**config.mk**
```make
export PLATFORM = sky130hd
export DESIGN_NAME = diff_hunk_header_parser_core
export DESIGN_NICKNAME = d
export VERILOG_FILES = /design/src/sv/dhp_pkg.sv /design/src/sv/diff_hunk_header_parser_core.sv /design/src/sv/dhp_parse.sv /design/src/sv/dhp_obuf.sv
export SDC_FILE = /design/constraint.sdc
export NUM_CORES = 1
export LEC_CHECK = 0
export BUFFER_PORTS_ARGS = -buffer_cell sky130_fd_sc_hd__buf_2
export CAP_MARGIN = 30
export CELL_PAD_IN_SITES_DETAIL_PLACEMENT = 1
export CELL_PAD_IN_SITES_GLOBAL_PLACEMENT = 2
export CORE_MARGIN = 5
export CORE_UTILIZATION = 36
export DETAILED_ROUTE_END_ITERATION = 12
export PLACE_DENSITY = 0.74
export SYNTH_ARGS = -nofsm -noshare
export SYNTH_HDL_FRONTEND = slang
export SYNTH_SLANG_ARGS = --single-unit
```
**constraint.sdc**
```tcl
create_clock -name clk_i -period 18 [get_ports clk_i]
set_input_delay 0.9 -clock clk_i [delete_from_list [all_inputs] [get_ports clk_i]]
set_output_delay 0.9 -clock clk_i [all_outputs]
set_load 0.01 [all_outputs]
```
**src/sv/dhp_pkg.sv**
```systemverilog
package dhp_pkg;

  // ASCII codes used by the header grammar
  localparam logic [7:0] CH_LF    = 8'h0A;
  localparam logic [7:0] CH_CR    = 8'h0D;
  localparam logic [7:0] CH_COMMA = 8'h2C;
  localparam logic [7:0] CH_ZERO  = 8'h30;
  localparam logic [7:0] CH_NINE  = 8'h39;
  localparam logic [7:0] CH_A     = 8'h61;
  localparam logic [7:0] CH_C     = 8'h63;
  localparam logic [7:0] CH_D     = 8'h64;

  // header byte counter width; covers every header length limit up to 127
  localparam int unsigned HDR_LEN_W = 7;
  localparam int unsigned LINE_W    = 32;

  typedef enum logic [1:0] {
    MK_APPEND = 2'd0,
    MK_CHANGE = 2'd1,
    MK_DELETE = 2'd2
  } mark_kind_e;

  typedef enum logic [1:0] {
    PH_OLD_START = 2'd0,
    PH_OLD_END   = 2'd1,
    PH_NEW_START = 2'd2,
    PH_NEW_END   = 2'd3
  } phase_e;

  typedef struct packed {
    mark_kind_e         kind;
    logic [LINE_W-1:0]  first_line;
    logic [LINE_W-1:0]  last_line;
  } mark_t;

  function automatic logic is_kind_letter(input logic [7:0] b);
    return (b == CH_A) || (b == CH_C) || (b == CH_D);
  endfunction

  function automatic mark_kind_e kind_of_letter(input logic [7:0] b);
    mark_kind_e k;
    case (b)
      CH_A:    k = MK_APPEND;
      CH_C:    k = MK_CHANGE;
      default: k = MK_DELETE;
    endcase
    return k;
  endfunction

endpackage

```
**src/sv/diff_hunk_header_parser_core.sv**
```systemverilog
// Normal-format diff hunk header parser.
// Input channel (in_valid_i / in_stall_o): one byte of diff text per
// transaction, with stream_end_i marking end of input (the byte is then
// ignored, a pending header is flushed and the parser returns to line start).
// Output channel (out_valid_o / out_stall_i): one mark per well-formed
// header, issued on the CR/LF or stream end that closes it.
// Configuration: cfg_we_i writes cfg_wdata_i into edited_is_old, which picks
// the old- or new-file side of the header; write only while idle.
// Throughput: one byte per cycle while in_stall_o is low; the parser state
// updates in the accepting cycle and the mark is registered in the output
// register, or in the skid entry while the output register is held.
// The output side is a two-entry register pair; in_stall_o rises only once
// both entries hold marks, i.e. after the receiver has stalled and a further
// mark arrived. Bytes that close no header keep flowing meanwhile.
// Reset: parser at line start, no header open, edited_is_old = 0, output
// empty. Stream end keeps the configuration.
module diff_hunk_header_parser_core #(
  parameter int unsigned MAX_HEADER_LEN = 99,
  parameter int unsigned LINE_BITS      = 31
) (
  input  logic                clk_i,
  input  logic                rst_ni,
  input  logic                cfg_we_i,
  input  logic                cfg_wdata_i,
  input  logic                in_valid_i,
  output logic                in_stall_o,
  input  logic [7:0]          in_byte_i,
  input  logic                stream_end_i,
  output logic                out_valid_o,
  input  logic                out_stall_i,
  output logic [1:0]          mark_kind_o,
  output logic signed [31:0]  first_line_o,
  output logic signed [31:0]  last_line_o
);
  import dhp_pkg::*;

  logic  edited_is_old_q;
  logic  take, res_valid, full;
  mark_t res, out_mark;

  always_ff @(posedge clk_i or negedge rst_ni) begin
    if (!rst_ni) begin
      edited_is_old_q <= 1'b0;
    end else if (cfg_we_i) begin
      edited_is_old_q <= cfg_wdata_i;
    end
  end

  assign in_stall_o = full;
  assign take       = in_valid_i && !full;

  dhp_parse #(
    .MAX_HEADER_LEN (MAX_HEADER_LEN),
    .LINE_BITS      (LINE_BITS)
  ) u_parse (
    .clk_i           (clk_i),
    .rst_ni          (rst_ni),
    .take_i          (take),
    .in_byte_i       (in_byte_i),
    .stream_end_i    (stream_end_i),
    .edited_is_old_i (edited_is_old_q),
    .res_valid_o     (res_valid),
    .res_o           (res)
  );

  dhp_obuf u_obuf (
    .clk_i       (clk_i),
    .rst_ni      (rst_ni),
    .push_i      (res_valid),
    .push_data_i (res),
    .out_stall_i (out_stall_i),
    .out_valid_o (out_valid_o),
    .out_data_o  (out_mark),
    .full_o      (full)
  );

  assign mark_kind_o  = out_mark.kind;
  assign first_line_o = out_mark.first_line;
  assign last_line_o  = out_mark.last_line;

endmodule

```
**src/sv/dhp_parse.sv**
```systemverilog
module dhp_parse #(
  parameter int unsigned MAX_HEADER_LEN = 99,
  parameter int unsigned LINE_BITS      = 31
) (
  input  logic           clk_i,
  input  logic           rst_ni,
  input  logic           take_i,
  input  logic [7:0]     in_byte_i,
  input  logic           stream_end_i,
  input  logic           edited_is_old_i,
  output logic           res_valid_o,
  output dhp_pkg::mark_t res_o
);
  import dhp_pkg::*;

  localparam int unsigned EXT_W  = (LINE_BITS > LINE_W) ? LINE_BITS : LINE_W;
  localparam int unsigned PROD_W = LINE_BITS + 4;

  logic                 at_head_q, at_head_d;
  logic                 collecting_q, collecting_d;
  logic [HDR_LEN_W-1:0] hdr_len_q, hdr_len_d;
  phase_e               phase_q, phase_d;
  logic                 bad_q, bad_d;
  logic [LINE_BITS-1:0] old_start_q, old_start_d, old_end_q, old_end_d;
  logic [LINE_BITS-1:0] new_start_q, new_start_d, new_end_q, new_end_d;
  logic                 old_comma_q, old_comma_d, new_comma_q, new_comma_d;
  mark_kind_e           mode_q, mode_d;

  logic                 eol, is_digit, finish;
  logic [3:0]           digit;
  logic [LINE_BITS-1:0] sel_num, acc_num;
  logic [PROD_W-1:0]    prod;
  logic [HDR_LEN_W-1:0] len_inc;

  logic [LINE_BITS-1:0] s_num, e_num;
  logic [EXT_W-1:0]     s_ext, e_ext, first_ext, last_ext;
  logic                 shift;
  mark_kind_e           kind;

  assign eol      = (in_byte_i == CH_LF) || (in_byte_i == CH_CR);
  assign is_digit = (in_byte_i >= CH_ZERO) && (in_byte_i <= CH_NINE);
  assign digit    = 4'(in_byte_i - CH_ZERO);
  assign len_inc  = hdr_len_q + HDR_LEN_W'(1);

  // one decimal accumulate for whichever number is open, saturating
  always_comb begin
    case (phase_q)
      PH_OLD_START: sel_num = old_start_q;
      PH_OLD_END:   sel_num = old_end_q;
      PH_NEW_START: sel_num = new_start_q;
      default:      sel_num = new_end_q;
    endcase
    prod = {sel_num, 3'b000} + {2'b00, sel_num, 1'b0} + PROD_W'(digit);
    if (prod > PROD_W'({LINE_BITS{1'b1}})) begin
      acc_num = '1;
    end else begin
      acc_num = prod[LINE_BITS-1:0];
    end
  end

  // range mapping for the collected header
  always_comb begin
    if (edited_is_old_i) begin
      s_num = old_start_q;
      e_num = old_comma_q ? old_end_q : old_start_q;
      case (mode_q)
        MK_APPEND: kind = MK_DELETE;
        MK_CHANGE: kind = MK_CHANGE;
        default:   kind = MK_APPEND;
      endcase
      shift = (mode_q != MK_APPEND);
    end else begin
      s_num = new_start_q;
      e_num = new_comma_q ? new_end_q : new_start_q;
      kind  = mode_q;
      shift = (mode_q != MK_DELETE);
    end
    s_ext     = EXT_W'(s_num);
    e_ext     = EXT_W'(e_num);
    first_ext = shift ? s_ext - EXT_W'(1) : s_ext;
    last_ext  = shift ? e_ext - EXT_W'(1) : e_ext;
  end

  assign finish = (stream_end_i || (!at_head_q && eol)) && collecting_q &&
                  (hdr_len_q != '0) && !bad_q &&
                  (phase_q == PH_NEW_START || phase_q == PH_NEW_END);

  assign res_valid_o      = take_i && finish;
  assign res_o.kind       = kind;
  assign res_o.first_line = first_ext[LINE_W-1:0];
  assign res_o.last_line  = last_ext[LINE_W-1:0];

  always_comb begin
    at_head_d    = at_head_q;
    collecting_d = collecting_q;
    hdr_len_d    = hdr_len_q;
    phase_d      = phase_q;
    bad_d        = bad_q;
    old_start_d  = old_start_q;
    old_end_d    = old_end_q;
    new_start_d  = new_start_q;
    new_end_d    = new_end_q;
    old_comma_d  = old_comma_q;
    new_comma_d  = new_comma_q;
    mode_d       = mode_q;

    if (stream_end_i) begin
      at_head_d    = 1'b1;
      collecting_d = 1'b0;
      hdr_len_d    = '0;
      phase_d      = PH_OLD_START;
      bad_d        = 1'b0;
      old_start_d  = '0;
      old_end_d    = '0;
      new_start_d  = '0;
      new_end_d    = '0;
      old_comma_d  = 1'b0;
      new_comma_d  = 1'b0;
      mode_d       = MK_APPEND;
    end else if (at_head_q) begin
      if (!eol) begin
        at_head_d = 1'b0;
        if (is_digit) begin
          collecting_d = 1'b1;
          hdr_len_d    = HDR_LEN_W'(1);
          phase_d      = PH_OLD_START;
          bad_d        = 1'b0;
          old_start_d  = LINE_BITS'(digit);
          old_end_d    = '0;
          new_start_d  = '0;
          new_end_d    = '0;
          old_comma_d  = 1'b0;
          new_comma_d  = 1'b0;
          mode_d       = MK_APPEND;
        end
      end
    end else if (eol) begin
      hdr_len_d    = '0;
      collecting_d = 1'b0;
      at_head_d    = 1'b1;
    end else if (collecting_q) begin
      if (!bad_q) begin
        if (is_digit) begin
          case (phase_q)
            PH_OLD_START: old_start_d = acc_num;
            PH_OLD_END:   old_end_d   = acc_num;
            PH_NEW_START: new_start_d = acc_num;
            default:      new_end_d   = acc_num;
          endcase
        end else if (phase_q == PH_OLD_START && in_byte_i == CH_COMMA) begin
          old_comma_d = 1'b1;
          phase_d     = PH_OLD_END;
        end else if ((phase_q == PH_OLD_START || phase_q == PH_OLD_END) &&
                     is_kind_letter(in_byte_i)) begin
          mode_d  = kind_of_letter(in_byte_i);
          phase_d = PH_NEW_START;
        end else if (phase_q == PH_NEW_START && in_byte_i == CH_COMMA) begin
          new_comma_d = 1'b1;
          phase_d     = PH_NEW_END;
        end else begin
          bad_d = 1'b1;
        end
      end
      // overlong header: drop it, rest of the line is ignored
      if (len_inc >= HDR_LEN_W'(MAX_HEADER_LEN)) begin
        hdr_len_d    = '0;
        collecting_d = 1'b0;
      end else begin
        hdr_len_d = len_inc;
      end
    end
  end

  always_ff @(posedge clk_i or negedge rst_ni) begin
    if (!rst_ni) begin
      at_head_q    <= 1'b1;
      collecting_q <= 1'b0;
      hdr_len_q    <= '0;
      phase_q      <= PH_OLD_START;
      bad_q        <= 1'b0;
      old_comma_q  <= 1'b0;
      new_comma_q  <= 1'b0;
      mode_q       <= MK_APPEND;
    end else if (take_i) begin
      at_head_q    <= at_head_d;
      collecting_q <= collecting_d;
      hdr_len_q    <= hdr_len_d;
      phase_q      <= phase_d;
      bad_q        <= bad_d;
      old_comma_q  <= old_comma_d;
      new_comma_q  <= new_comma_d;
      mode_q       <= mode_d;
    end
  end

  // numbers are always reloaded at header start before they are read
  always_ff @(posedge clk_i) begin
    if (take_i) begin
      old_start_q <= old_start_d;
      old_end_q   <= old_end_d;
      new_start_q <= new_start_d;
      new_end_q   <= new_end_d;
    end
  end

endmodule

```
**src/sv/dhp_obuf.sv**
```systemverilog
module dhp_obuf (
  input  logic           clk_i,
  input  logic           rst_ni,
  input  logic           push_i,
  input  dhp_pkg::mark_t push_data_i,
  input  logic           out_stall_i,
  output logic           out_valid_o,
  output dhp_pkg::mark_t out_data_o,
  output logic           full_o
);
  import dhp_pkg::*;

  logic  out_valid_q, out_valid_d;
  logic  skid_valid_q, skid_valid_d;
  mark_t out_q, out_d;
  mark_t skid_q, skid_d;
  logic  pop;

  assign pop = out_valid_q && !out_stall_i;

  always_comb begin
    out_valid_d  = out_valid_q;
    skid_valid_d = skid_valid_q;
    out_d        = out_q;
    skid_d       = skid_q;
    if (skid_valid_q) begin
      // input is stalled while the skid entry is occupied
      if (pop) begin
        out_d        = skid_q;
        skid_valid_d = 1'b0;
      end
    end else if (push_i) begin
      if (!out_valid_q || pop) begin
        out_d       = push_data_i;
        out_valid_d = 1'b1;
      end else begin
        skid_d       = push_data_i;
        skid_valid_d = 1'b1;
      end
    end else if (pop) begin
      out_valid_d = 1'b0;
    end
  end

  always_ff @(posedge clk_i or negedge rst_ni) begin
    if (!rst_ni) begin
      out_valid_q  <= 1'b0;
      skid_valid_q <= 1'b0;
    end else begin
      out_valid_q  <= out_valid_d;
      skid_valid_q <= skid_valid_d;
    end
  end

  always_ff @(posedge clk_i) begin
    out_q  <= out_d;
    skid_q <= skid_d;
  end

  assign out_valid_o = out_valid_q;
  assign out_data_o  = out_q;
  assign full_o      = skid_valid_q;

endmodule

```
==> flow_summary_export.csv, run 1 <==
group,metric,value,unit
outcome,outcome,"finished clean",
logic_synthesis,synth_enable_flop_cells,256,
floorplan,start_util,0.365,
worst_setup_path,path_class,"register to register",
finish,post-route-util,0.409,
global_routing,grt_pass1_wl,67300,um
clock_tree,post_cts_buffers,0,
logic_synthesis,synth_area_per_cell,12.0,um^2
power,powerDensity,145,nW/um^2
route,drt-vias-per-instance,5.54,
route,drc,0,
timing,fin_setup_tns,0,ps
timing,tightest_slew,926,ps
timing,slew_viol_final,0,
worst_setup_path,critPathArrivalTime,6020,ps
worst_setup_path,start_kind,"register",
worst_setup_path,crit_slowest_cell,"mux4_2",
logic_synthesis,syn_inst,1353,
route,drtPass1Iterations,4,
worst_setup_path,r2r_slack,12250,ps
place,place.gp.congestion,0.796,
power,ir_drop,0.000108,V
worst_setup_path,r2r-end,"u_parse.new_start_q[3]",
timing,slew_headroom,0.383,
floorplan,dieArea,49300,um^2
global_routing,grt_overflow,0,
logic_synthesis,synth_nets,1436,
worst_setup_path,critPathMaxStageDelay,630,ps
worst_setup_path,reg2reg_depth,13,
finish,syn2layout_area_growth,12.0,%
timing,rsz0062_at_grt,"no",
logic_synthesis,synthArstFlopShare,0.0691,
timing,setup_viol,0,
route,drtAntennaViolNets,0,
finish,nNetsFinal,1497,
finish,most-common-layout-cells,"edfxtp_1 (256), a21oi_1 (141), buf_2 (82), mux2i_1 (75), mux2_2 (75)",
worst_hold_path,worstHoldPathType,"input port to async pin",
route,routed_wl,42300,um
logic_synthesis,synth-main-ff-cell,"edfxtp_1",
clock_tree,cts_resized,0,
worst_setup_path,crit_path_end_kind,"register",
floorplan,core_region_area,44300,um^2
power,p_leak,6.46,nW
finish,drive_above_1_share,0.195,
clock_tree,cts_sinks,275,
logic_synthesis,yosysWarningCount,0,
global_routing,antenna_found_initial,0,
logic_synthesis,ys_seq_area_frac,0.505,
worst_setup_path,rr_startpoint,"u_parse.phase_q[0]",
global_routing,grt_max_degree,78,
clock_tree,cts_buffers,29,
clock_tree,cts_root_buf,"clkbuf_16",
worst_setup_path,worst-path-max-fanout,56,
clock_tree,cts_buffer_depth,3,
floorplan,die_x,222,um
floorplan,fp-row-count,77,
timing,fmax,174,MHz
finish,diodes,0,
clock_tree,clk_latency,560,ps
floorplan,io_pins,83,
clock_tree,htree_levels,1,
global_routing,grt_pass1_vias,11537,
place,hpwl,30400,um
worst_setup_path,cpLargestDelayFamily,"compound AO/OA/AOI/OAI gates",
worst_setup_path,critical_path_required,18270,ps
timing,fin_crit,5760,ps
worst_setup_path,cp_num_buf_inv,3,
route,routedWlPerCell,20.9,um
logic_synthesis,synth_cell_types,76,
timing,post-route-period-util,0.320,
place,numPortBuffers,82,
run,drv_cap,0,
power,power,2.62,mW
global_routing,globalRouteTotalUtil,0.167,
clock_tree,tritoncts,"yes",
logic_synthesis,ys_ff_latch,275,
route,vias,11222,
worst_setup_path,cp_cell_sequence,"buf_4 -> mux4_2 -> inv_1 -> fa_1 -> fa_1 -> nor2b_1 -> o2111ai_1 -> a21o_1 -> a2111oi_0 -> o2111ai_1 -> a311oi_4 -> buf_4 -> a21oi_1",
finish,final_common_cell,"edfxtp_1",
floorplan,die_h,222,um
logic_synthesis,syn_area,16200,um^2
clock_tree,clk_pin_slew_worst_paths,60,ps
timing,clock-skew-final,28.2,ps
timing,finalHoldViolCount,0,
route,dr.first_iter.drc_count,790,
clock_tree,cts-hold-fix-buffers,0,
[flip-flops by register name (all words and copies together) (netlist names)]
register and count:
u_parse.new_comma_q 1, u_parse.new_end_q 31, edited_is_old_q 1, u_parse.old_comma_q 1, u_parse.hdr_len_q 7, u_parse.new_start_q 31
u_obuf.out_valid_o 1, u_obuf.full_o 1, u_obuf.out_data_o 66, u_parse.phase_q 2, u_parse.bad_q 1, u_parse.mode_q 2
u_obuf.skid_q 66, u_parse.old_end_q 31, u_parse.collecting_q 1, u_parse.at_head_q 1, u_parse.old_start_q 31
[worst max-delay path by stage]
stage | start | endpoint | slack (ps) | cells past startpoint
final | u_parse.phase_q[0] | u_parse.new_start_q[3] | 12250 | 13
after global routing | u_parse.phase_q[0] | u_parse.old_end_q[22] | 11810 | 13
after CTS | u_parse.phase_q[0] | u_parse.new_start_q[19] | 12110 | 13
after detailed placement | u_parse.phase_q[0] | u_parse.new_end_q[9] | 12130 | 13
after global placement | u_parse.phase_q[0] | u_parse.new_end_q[1] | 12280 | 13
after floorplan | in_byte_i[4] | u_obuf.out_data_o[0] | 10380 | 5
[area by class of cell]
type | instances | area, um^2
fillers | 4730 | 26200
flip-flops and latches | 275 | 8170
multi-input cells | 975 | 7640
clock buffers | 36 | 752
well taps | 592 | 741
repair buffers | 98 | 531
clock inverters | 16 | 141
inverters | 35 | 131
[cell families after synthesis]
kind of cell | synth area share
and+or+nand+nor | 0.101
xor gates and xnor gates | 0.0481
muxes | 0.143
DFF | 0.505
buffers and inverters | 0.0252
adders and majority gates | 0.0535
AOI/OAI and AO/OA | 0.124
[metal layers]
| metal | vias up | share of wire | wire length, um | track usage |
|---|---|---|---|---|
| met4 | 0 | 0.013 | 536 | 0.0284 |
| met1 | 5664 | 0.50 | 21300 | 0.257 |
| met5 | - | 0 | 0 | 0 |
| met3 | 41 | 0.045 | 1890 | 0.0199 |
| met2 | 211 | 0.44 | 18600 | 0.259 |
| li1 | 5306 | - | - | - |
[power by group]
group,switching [mW],total (mW),internal [mW]
logic,0.769,1.21,0.443
clock network,0.244,0.568,0.325
registers,0.0508,0.844,0.793
[cell usage after synthesis, types with 8 or more instances]
library cell	number	area, um^2
a211oi_1	18	135
a21o_1	19	143
a21oi_1	141	706
and2_1	10	62.6
and3_1	8	50.1
buf_1	10	37.5
buf_2	14	70.1
clkbuf_1	43	161
dfrtp_1	18	450
edfxtp_1	256	7690
ha_1	66	826
inv_1	34	128
mux2_2	75	845
mux2i_1	75	751
mux4_2	31	698
nand2_1	60	225
nand2b_1	12	75.1
nand3_1	19	95.1
nand4_1	13	81.3
nor2_1	75	282
nor2b_1	20	125
nor3_1	41	205
nor3b_1	20	150
o211ai_1	13	97.6
o21a_1	9	67.6
o21ai_0	51	255
or3_1	9	56.3
xnor2_1	56	490
xor2_1	31	272
[through the flow]
step	cell area (um^2)	worst slack, ps	hold WS (ps)	instances
2_1_floorplan	16200	10380	475	1353
3_3_place_gp	17200	12280	505	1975
3_5_place_dp	17200	12130	527	1975
4_1_cts	18100	12110	287	2027
5_1_grt	18100	11810	325	2027
6_report	18100	12250	304	2027
No activity file was read; power rests on OpenSTA's default activity.
==> run 2: changes to the inputs <==
PLACE_DENSITY = 0.77   (was 0.74)
clock period = 5.05 ns   (was 18 ns; I/O delays follow)
==> run 2 against run 1 <==
Final cell count increased by 0.74%. First-iteration DRC count increased by 0.63%. Clock power increased to 3.8 times the previous value. Wire length decreased by 0.42%. Largest cell class unchanged. Clock-buffer cell count decreased by 2. Critical path depth unchanged. Core utilization increased by 0.50 points. Flip-flop and latch count unchanged. Register-to-register slack got worse by 12000 ps. Sequential power increased to 3.6 times the previous value. Non-clock buffer count increased by 12.
==> flow_summary_export.csv, run 2 (synthesis results as in run 1) <==
group,metric,value,unit
place,numPortBuffers,82,
route,drtAntennaViolNets,0,
clock_tree,post_cts_buffers,0,
timing,rsz0062_at_grt,"no",
finish,multi_input_area,7650,um^2
worst_setup_path,critPathArrivalTime,5050,ps
global_routing,grt_overflow,0,
clock_tree,cts_sinks,275,
route,drt-vias-per-instance,5.52,
clock_tree,clk_pin_slew_worst_paths,70,ps
worst_setup_path,critical_path_required,5310,ps
clock_tree,cts_buffer_depth,3,
power,powerDensity,521,nW/um^2
route,routed_wl,42200,um
clock_tree,clk_latency,580,ps
floorplan,die_x,222,um
worst_setup_path,path_class,"register to register",
global_routing,globalRouteTotalUtil,0.168,
worst_setup_path,cp_cell_sequence,"mux4_2 -> inv_1 -> fa_1 -> fa_1 -> nor2b_1 -> o2111ai_1 -> a21o_1 -> a2111oi_0 -> buf_4 -> o2111ai_1 -> a311oi_4 -> buf_12 -> a21oi_1",
worst_setup_path,worst-path-max-fanout,62,
power,internal_power,5.71,mW
global_routing,antenna_found_initial,0,
floorplan,io_pins,83,
place,place_worst_setup_slack,250,ps
worst_setup_path,critPathMaxStageDelay,550,ps
timing,slew_headroom,0.402,
place,place.gp.congestion,0.843,
timing,finalHoldViolCount,0,
timing,clock-skew-final,23.5,ps
finish,most-common-layout-cells,"edfxtp_1 (256), a21oi_1 (141), buf_2 (82), mux2i_1 (75), mux2_2 (75)",
finish,syn2layout_area_growth,13.3,%
clock_tree,cts_root_buf,"clkbuf_16",
timing,fin_crit,4790,ps
clock_tree,cts_buffers,30,
finish,drive_above_1_share,0.201,
global_routing,grt_pass1_vias,11755,
clock_tree,htree_levels,1,
timing,setup_viol,0,
global_routing,grt_max_degree,68,
route,dr.first_iter.drc_count,795,
power,combPwrFrac,0.459,
finish,nNetsFinal,1510,
power,p_switching,3.83,mW
outcome,outcome,"finished clean",
worst_setup_path,crit_path_end_kind,"register",
route,vias,11277,
power,swShare,0.402,
worst_hold_path,worstHoldPathType,"input port to register",
floorplan,core_region_area,44300,um^2
finish,regArea,8170,um^2
power,ir_drop,0.000476,V
timing,tightest_slew,897,ps
finish,post-route-util,0.414,
clock_tree,tritoncts,"yes",
finish,diodes,0,
power,power,9.54,mW
power,seqPwrFrac,0.317,
run,drv_cap,0,
floorplan,dieArea,49300,um^2
timing,fin_hold_ws,48.4,ps
power,power_frac_clock,0.225,
finish,final_common_cell,"edfxtp_1",
floorplan,die_h,222,um
timing,slew_viol_final,0,
timing,fmax,209,MHz
finish,fill_cells,4783,
timing,post-route-period-util,0.948,
floorplan,fp-row-count,77,
timing,worst_slack,263,ps
global_routing,grt_pass1_wl,67900,um
route,drc,0,
route,drtPass1Iterations,5,
timing,fin_setup_tns,0,ps
route,routedWlPerCell,20.6,um
worst_setup_path,start_kind,"register",
worst_setup_path,crit_slowest_cell,"mux4_2",
power,p_leak,6.57,nW
floorplan,start_util,0.365,
place,hpwl,30800,um
## run 2: final timing paths
path | from | endpoint | slack [ps] | cells after the start
worst max-delay path | u_parse.phase_q[0] | u_parse.new_start_q[12] | 260 | 13
worst min-delay path | in_byte_i[1] | u_parse.mode_q[0] | 50 | 3
worst max register to register | u_parse.phase_q[0] | u_parse.new_start_q[12] | 260 | 13
worst min register to register | u_parse.hdr_len_q[5] | u_parse.hdr_len_q[5] | 500 | 1
max in group asynchronous | rst_ni | edited_is_old_q | 4500 | 2
min in group asynchronous | rst_ni | u_parse.hdr_len_q[6] | 170 | 2
## run 2: area by class of cell
| cell class | count | share of cell area |
|---|---|---|
| well taps | 592 | 0.0404 |
| flip-flops and latches | 275 | 0.446 |
| multi-input cells | 975 | 0.417 |
| inverters | 35 | 0.00717 |
| clock buffers | 34 | 0.0418 |
| clock inverters | 21 | 0.0109 |
| repair buffers | 110 | 0.0366 |
## run 2: stage by stage
stage          instances  cell area [um^2]
4_1_cts             2042             18300
5_1_grt             2042             18300
2_1_floorplan       1353             16200
3_3_place_gp        1982             17300
6_report            2042             18300
3_5_place_dp        1982             17300
## run 2: timing repair
action / in CTS / in global routing
hold buffers: 5 / 0
gates resized for setup: 0 / 1
endpoints found under the hold margin: 23 / 0
endpoints found under the setup margin: 0 / 11
## run 2: routing by layer
layer | part of all wire | track usage
met5 | 0 | 0
met4 | 0.012 | 0.0288
met3 | 0.041 | 0.0226
met2 | 0.45 | 0.269
met1 | 0.49 | 0.248
## run 2: critical path: cells and delay by family, from the launching register on
family	cells	cell delay, ps
AOI/OAI and AO/OA	6	1590
adders and majority gates	2	970
buffers and inverters	3	590
muxes	1	550
DFF	1	510
and+or+nand+nor	1	190
## run 2: power groups by stage
stage	combinational (mW)	sequential (mW)	clock, mW
after floorplan	3.15	2.97	0
after CTS	4.38	3.02	2.19
final	4.38	3.02	2.14
after detailed placement	4.34	3.06	0
after global routing	4.83	3.04	2.30
after global placement	4.28	3.05	0
